--- src/tans_pkg.sv ---
// Shared types and constants for the tANS table build and encode block.
package tans_pkg;

   typedef enum logic [1:0] {
      CMD_LOAD   = 2'd0,
      CMD_BUILD  = 2'd1,
      CMD_ENCODE = 2'd2,
      CMD_FINISH = 2'd3
   } cmd_type;

   localparam logic [1:0] KIND_BYTE  = 2'd0;
   localparam logic [1:0] KIND_BUILD = 2'd1;
   localparam logic [1:0] KIND_FINAL = 2'd2;

   localparam logic [1:0] CSR_TABLE_LOG     = 2'd0;
   localparam logic [1:0] CSR_SPREAD_STEP   = 2'd1;
   localparam logic [1:0] CSR_ALPHABET_SIZE = 2'd2;

   localparam logic [3:0]  TABLE_LOG_RESET     = 4'd12;
   localparam logic [11:0] SPREAD_STEP_RESET   = 12'd2563;
   localparam logic [8:0]  ALPHABET_SIZE_RESET = 9'd256;
   localparam logic [3:0]  MIN_TABLE_LOG       = 4'd5;
   localparam logic [3:0]  BYTE_BITS           = 4'd8;

   typedef struct packed {
      cmd_type     cmd;
      logic [7:0]  symbol;
      logic [12:0] frequency;
   } item_type;

   typedef struct packed {
      logic [3:0]  table_log;
      logic [11:0] spread_step;
      logic [8:0]  alphabet_size;
   } csr_type;

   typedef struct packed {
      logic [1:0]  kind;
      logic [7:0]  byte_value;
      logic [3:0]  bits_in_byte;
      logic [11:0] final_state;
      logic        last;
   } rsp_type;

endpackage

--- src/tans_front.sv ---
// Front end: takes request words, drops ignored ones, queues the rest.
module tans_front import tans_pkg::*; #(
   parameter int ALPHABET = 256
) (
   input  logic        clock,
   input  logic        reset,
   input  logic        req_valid,
   output logic        req_ready,
   input  logic [1:0]  req_cmd,
   input  logic [7:0]  req_symbol,
   input  logic [12:0] req_frequency,
   output logic        q_valid,
   output item_type    q_item,
   input  logic        q_pop
);

   item_type   q_ff [2];
   logic       wr_ptr_ff, wr_ptr_in;
   logic       rd_ptr_ff, rd_ptr_in;
   logic [1:0] count_ff, count_in;
   logic       drop;
   logic       push;
   cmd_type    cmd;

   assign cmd       = cmd_type'(req_cmd);
   assign req_ready = (count_ff != 2'd2);
   // drop loads and encodes of symbols outside the alphabet
   assign drop = ((cmd == CMD_LOAD) || (cmd == CMD_ENCODE)) &&
                 (9'(req_symbol) >= 9'(ALPHABET));
   assign push = req_valid && req_ready && !drop;

   assign q_valid = (count_ff != 2'd0);
   assign q_item  = q_ff[rd_ptr_ff];

   always_comb begin
      wr_ptr_in = push ? !wr_ptr_ff : wr_ptr_ff;
      rd_ptr_in = (q_pop && q_valid) ? !rd_ptr_ff : rd_ptr_ff;
      count_in  = count_ff + 2'(push) - 2'(q_pop && q_valid);
   end

   always_ff @(posedge clock) begin
      if (reset) begin
         wr_ptr_ff <= 1'b0;
         rd_ptr_ff <= 1'b0;
         count_ff  <= 2'd0;
      end else begin
         wr_ptr_ff <= wr_ptr_in;
         rd_ptr_ff <= rd_ptr_in;
         count_ff  <= count_in;
      end
   end

   always_ff @(posedge clock) begin
      if (push) begin
         q_ff[wr_ptr_ff] <= '{cmd: cmd, symbol: req_symbol, frequency: req_frequency};
      end
   end

endmodule

--- config.mk ---
export PLATFORM = sky130hd
export DESIGN_NAME = tans_front
export DESIGN_NICKNAME = d
export VERILOG_FILES = /design/src/tans_pkg.sv /design/src/tans_front.sv
export SDC_FILE = /design/constraint.sdc
export NUM_CORES = 1
export LEC_CHECK = 0
export BUFFER_PORTS_ARGS = -buffer_cell sky130_fd_sc_hd__buf_2
export CAP_MARGIN = 10
export CORE_ASPECT_RATIO = 0.7
export CORE_MARGIN = 3
export CORE_UTILIZATION = 25
export DETAILED_ROUTE_END_ITERATION = 10
export SLEW_MARGIN = 20
export SYNTH_ARGS = -nofsm -noshare
export SYNTH_HDL_FRONTEND = slang
export SYNTH_SLANG_ARGS = --single-unit
--- constraint.sdc ---
create_clock -name clock -period 2 [get_ports clock]
set_input_delay 0.1 -clock clock [delete_from_list [all_inputs] [get_ports clock]]
set_output_delay 0.1 -clock clock [all_outputs]
set_load 0.005 [all_outputs]
-- After elaboration in Yosys (flattened, before gate mapping)
Memory sizes are Yosys's and may differ from the RTL's. A register that Yosys moved wholly into a read port is not among the register bits.
Cells that the tools add are included.
W data, S select, Z words.
- memories: 1
- ROM bits: 0
- latch bits: 0
- bits in writable memories: 46
- word-level logic and storage cells: 16
- output and inout port bits: 25
- input bits: 27
- register bits after elaboration: 4
- memories (memory ; words ; bits a word ; rd ports ; clocked after memory_dff ; wr ports ; line ; text):
    q_ff ; 2 ; 23 ; 1 ; 1 ; 1 ; tans_front.sv:17 ; item_type q_ff [2];
- order comparisons: 0
- equal/unequal tests: 1
- mux-type cells: 4
- bitwise logic cells: 0
- shifts and indexed selects: 0
- reductions and logical operators: 5
- multipliers: 0
- divide/modulo/power cells: 0
- add/subtract/negate cells: 2
- operators by type and width (operator ; count):
    $mux W1 ; 4
    $add A2 B1 Y2 ; 1
    $logic_and A1 B1 Y1 ; 2
    $logic_not A1 Y1 ; 2
    $ne A2 B2 Y1 const B ; 1
    $reduce_bool A2 Y1 ; 1
    $sub A2 B1 Y2 ; 1

-- Depth between registers and ports, before layout
- depth after elaboration: 4
- gate-level depth with buffers: 6
- depth with buffers taken out: 6

-- Least setup slack after synthesis
No wires, ideal clock.
- path kind: flip-flop to flip-flop
- start point: register count_ff[0]
- end point: memory q_ff[1][0] (netlist name) (enable)
- path slack: 396 ps
- required time: 1618 ps
- path buffers: 0
- stages on the path, launching flop included: 3
- data arrival time: 1222 ps
- path through: dfxtp_1 nand2b_1 and3_1
- longest elaborated chain between the ends: 4
- RTL lines (element ; line ; text):
    start, declared ; tans_front.sv:20 ; logic [1:0] count_ff, count_in;
    start signal, assigned ; tans_front.sv:49 ; count_ff <= count_in;
    $ne A2 B2 Y1 ; tans_front.sv:26 ; assign req_ready = (count_ff != 2'd2);
    via req_ready ; tans_front.sv:8 ; output logic req_ready,
    $logic_and A1 B1 Y1 ; tans_front.sv:30 ; assign push = req_valid && req_ready && !drop;
    $mux W1 ; tans_front.sv:54 ; if (push) begin
    $mux W1 (not written as such) ; tans_front.sv:55 ; q_ff[wr_ptr_ff] <= '{cmd: cmd, symbol: req_symbol, frequency: req_frequency};
    end, declared ; tans_front.sv:17 ;
The timed path passes the listed nets, and every way through them passes these cells.

==> results.sh <==
export IMPL_status="finished, final reports clean"
export IMPL_syn_to_final_growth_pct=36.8
export IMPL_synthCells=100
export IMPL_synth_area_leaders="edfxtp_1, mux2_1, dfxtp_1, mux2_2, nor2_1"
export IMPL_synth_area_um2=1910
export IMPL_setup_violations=0
export IMPL_cap_viol_max_count=0
export IMPL_yosysWarnings=0
export IMPL_grt_pass1_wl_um=5400
export IMPL_wl_per_cell_um=12.8
export IMPL_clk_path_buf_depth=2
export IMPL_pre_cts_ws_ns=0.417
export IMPL_place_gp_congestion=0.758
export IMPL_worstPathArrival_ns=1.57
export IMPL_dr_pass1_iters=4
export IMPL_synth_top_area_cell="edfxtp_1"
export IMPL_fin_worst_skew_ns=0.00340
export IMPL_synthSimpleGateAreaFrac=0.0478
export IMPL_cts_tree="done"
export IMPL_vias=1117
export IMPL_antenna_found_initial=0
export IMPL_grt_pass1_vias=1077
export IMPL_hpwl_um=2410
export IMPL_clock_latency_ns=0.29
export IMPL_grtUsageTotal=0.0809
export IMPL_max_freq_ghz=0.600
export IMPL_via_per_inst=4.03
export IMPL_diodes=0
export IMPL_std_cell_rows=25
export IMPL_crit_fanout=20
export IMPL_clk_pin_slew_worst_paths_ns=0.08
export IMPL_drive_gt1_frac=0.372
export IMPL_start_util=0.270
export IMPL_finalCritPeriodShare=0.834
export IMPL_holdWs_ns=0.0207
export IMPL_die_area_um2=8740
export IMPL_synth_nets=128
export IMPL_cts_buffers=5
export IMPL_dp_cells=248
export IMPL_syn_area_per_cell_um2=19.1
export IMPL_grt_overflow_total=0
export IMPL_required_ns=1.90
export IMPL_route_detailed_drc=0
export IMPL_cts_setup_buffers=0
export IMPL_coreArea_um2=7070
export IMPL_synth_top_family_by_area="multiplexers"
export IMPL_chipWidth_um=110
export IMPL_h_tree_depth=2
export IMPL_totalWireLength_um=3540
export IMPL_power_per_cell_area_nw_per_um2=934
export IMPL_min_path_type="in2reg"
export IMPL_criticalPathCategory="reg2out"
export IMPL_tightest_slew_ns=0.360
export IMPL_synth_distinct_cells=24
export IMPL_startpoint_type="flip-flop"
export IMPL_io_pins=52
export IMPL_muxShareOfSynthArea=0.136
export IMPL_finalNetCount=211
export IMPL_ant_nets=0
export IMPL_numPortBuffers=51
export IMPL_synth_xor_area_share=0.00458
export IMPL_p_leak_nw=0.998
export IMPL_layout_cells_non_filler=277
export IMPL_ir_drop_uv=312
export IMPL_end_kind="primary output"
export IMPL_finalCriticalPeriod_ns=1.67
export IMPL_synth_seq_area_share=0.775
export IMPL_synth_compound_area_frac=0.0229
export IMPL_drtIter0Drc=29
export IMPL_maxSlewHeadroom=0.756
export IMPL_rsz0062_at_grt="false"
export IMPL_cts_root_buf="clkbuf_8"
export IMPL_hold_violations=0
export IMPL_fin_setup_tns_ns=0
export IMPL_grt_max_degree=21
export IMPL_finalPower_mw=2.44
export IMPL_die_h_um=79.1
export IMPL_maxSlewViolCount=0
export IMPL_fin_ws_ns=0.333
export IMPL_synth_top_area_frac=0.723
export IMPL_ys_ff_latch=51
export IMPL_clock_sinks=51
export IMPL_synth_adder_area_share=0.00655
[stage by stage]
step / instance area (um2) / utilization
final: 2610 / 0.370
after floorplan: 1910 / -
after global routing: 2610 / 0.370
after CTS: 2610 / 0.370
after detailed placement: 2310 / 0.327
after global placement: 2310 / 0.327
[area by class of cell]
type                    count  area, um2
fillers                   697       4460
repair buffers             78        513
flip-flops and latches     51       1480
well taps                  94        118
clock inverters             2       13.8
inverters                   1       3.75
multi-input cells          46        415
clock buffers               5       68.8
[routing by layer]
metal	vias up	wire (um)	GRT usage
met5	-	0	0
met4	0	46	0.0295
met3	7	273	0.0350
met2	39	1470	0.119
met1	522	1750	0.106
li1	549	-	-
[cell usage in the layout, fill, tap and decap left out, types with 2 or more instances in the layout]
cell type	n
mux2_1	20
edfxtp_1	46
dlygate4sd3_1	22
buf_2	51
nor2_1	4
nor2b_1	2
clkbuf_8	5
buf_4	5
mux2_2	3
and3_1	2
dfxtp_1	5
[sequential cells by signal, summed over array words and instances, names as in the netlist, named ones only]
register / cells
wr_ptr_ff: 1
q_ff: 46
count_ff: 2
rd_ptr_ff: 1
[logic make-up after synthesis]
group / Yosys count
xor+xnor: 1
mux: 23
compound gates: 6
simple gates: 15
flops: 51
buf+inv: 3
fa+ha+maj: 1
[synthesized netlist by cell type]
library cell,number
a21bo_1,1
a21oi_1,1
and3_1,2
buf_2,2
dfxtp_1,5
edfxtp_1,46
ha_1,1
inv_1,1
mux2_1,20
mux2_2,3
nand2b_1,1
nand3_1,1
nand3b_1,1
nor2_1,4
nor2b_1,2
nor3_2,1
nor4_1,1
nor4bb_1,1
o21ai_0,1
o21ai_1,1
o21ba_1,1
o31a_1,1
or2_2,1
xor2_1,1
[power by group]
part | total, mW | switching [mW] | internal (mW) | leakage (nW)
clock network | 0.553 | 0.314 | 0.239 | 0.0440
logic | 0.548 | 0.258 | 0.290 | 0.483
registers | 1.34 | 0.0459 | 1.29 | 0.472
[critical path, stage by stage (launching register included)]
cell and delay [ns]:
dfxtp_1 0.41, buf_4 0.32, mux2_1 0.39, buf_2 0.14
[timing repair]
action,4_1_cts,5_1_grt
hold buffers,22,0
gates resized for setup,0,0
hold endpoints to repair,44,0
[worst paths after layout]
check	from	depth (start not counted)	slack (ns)	endpoint
setup / recovery	flip-flop	3	0.33	q_item[18]
hold / removal	req_frequency[2]	1	0.02	q_ff[0][2]
setup reg to reg	count_ff[1]	6	0.39	count_ff[1]
hold reg to reg	rd_ptr_ff	2	0.51	rd_ptr_ff
(Power assumes the default switching activity.)
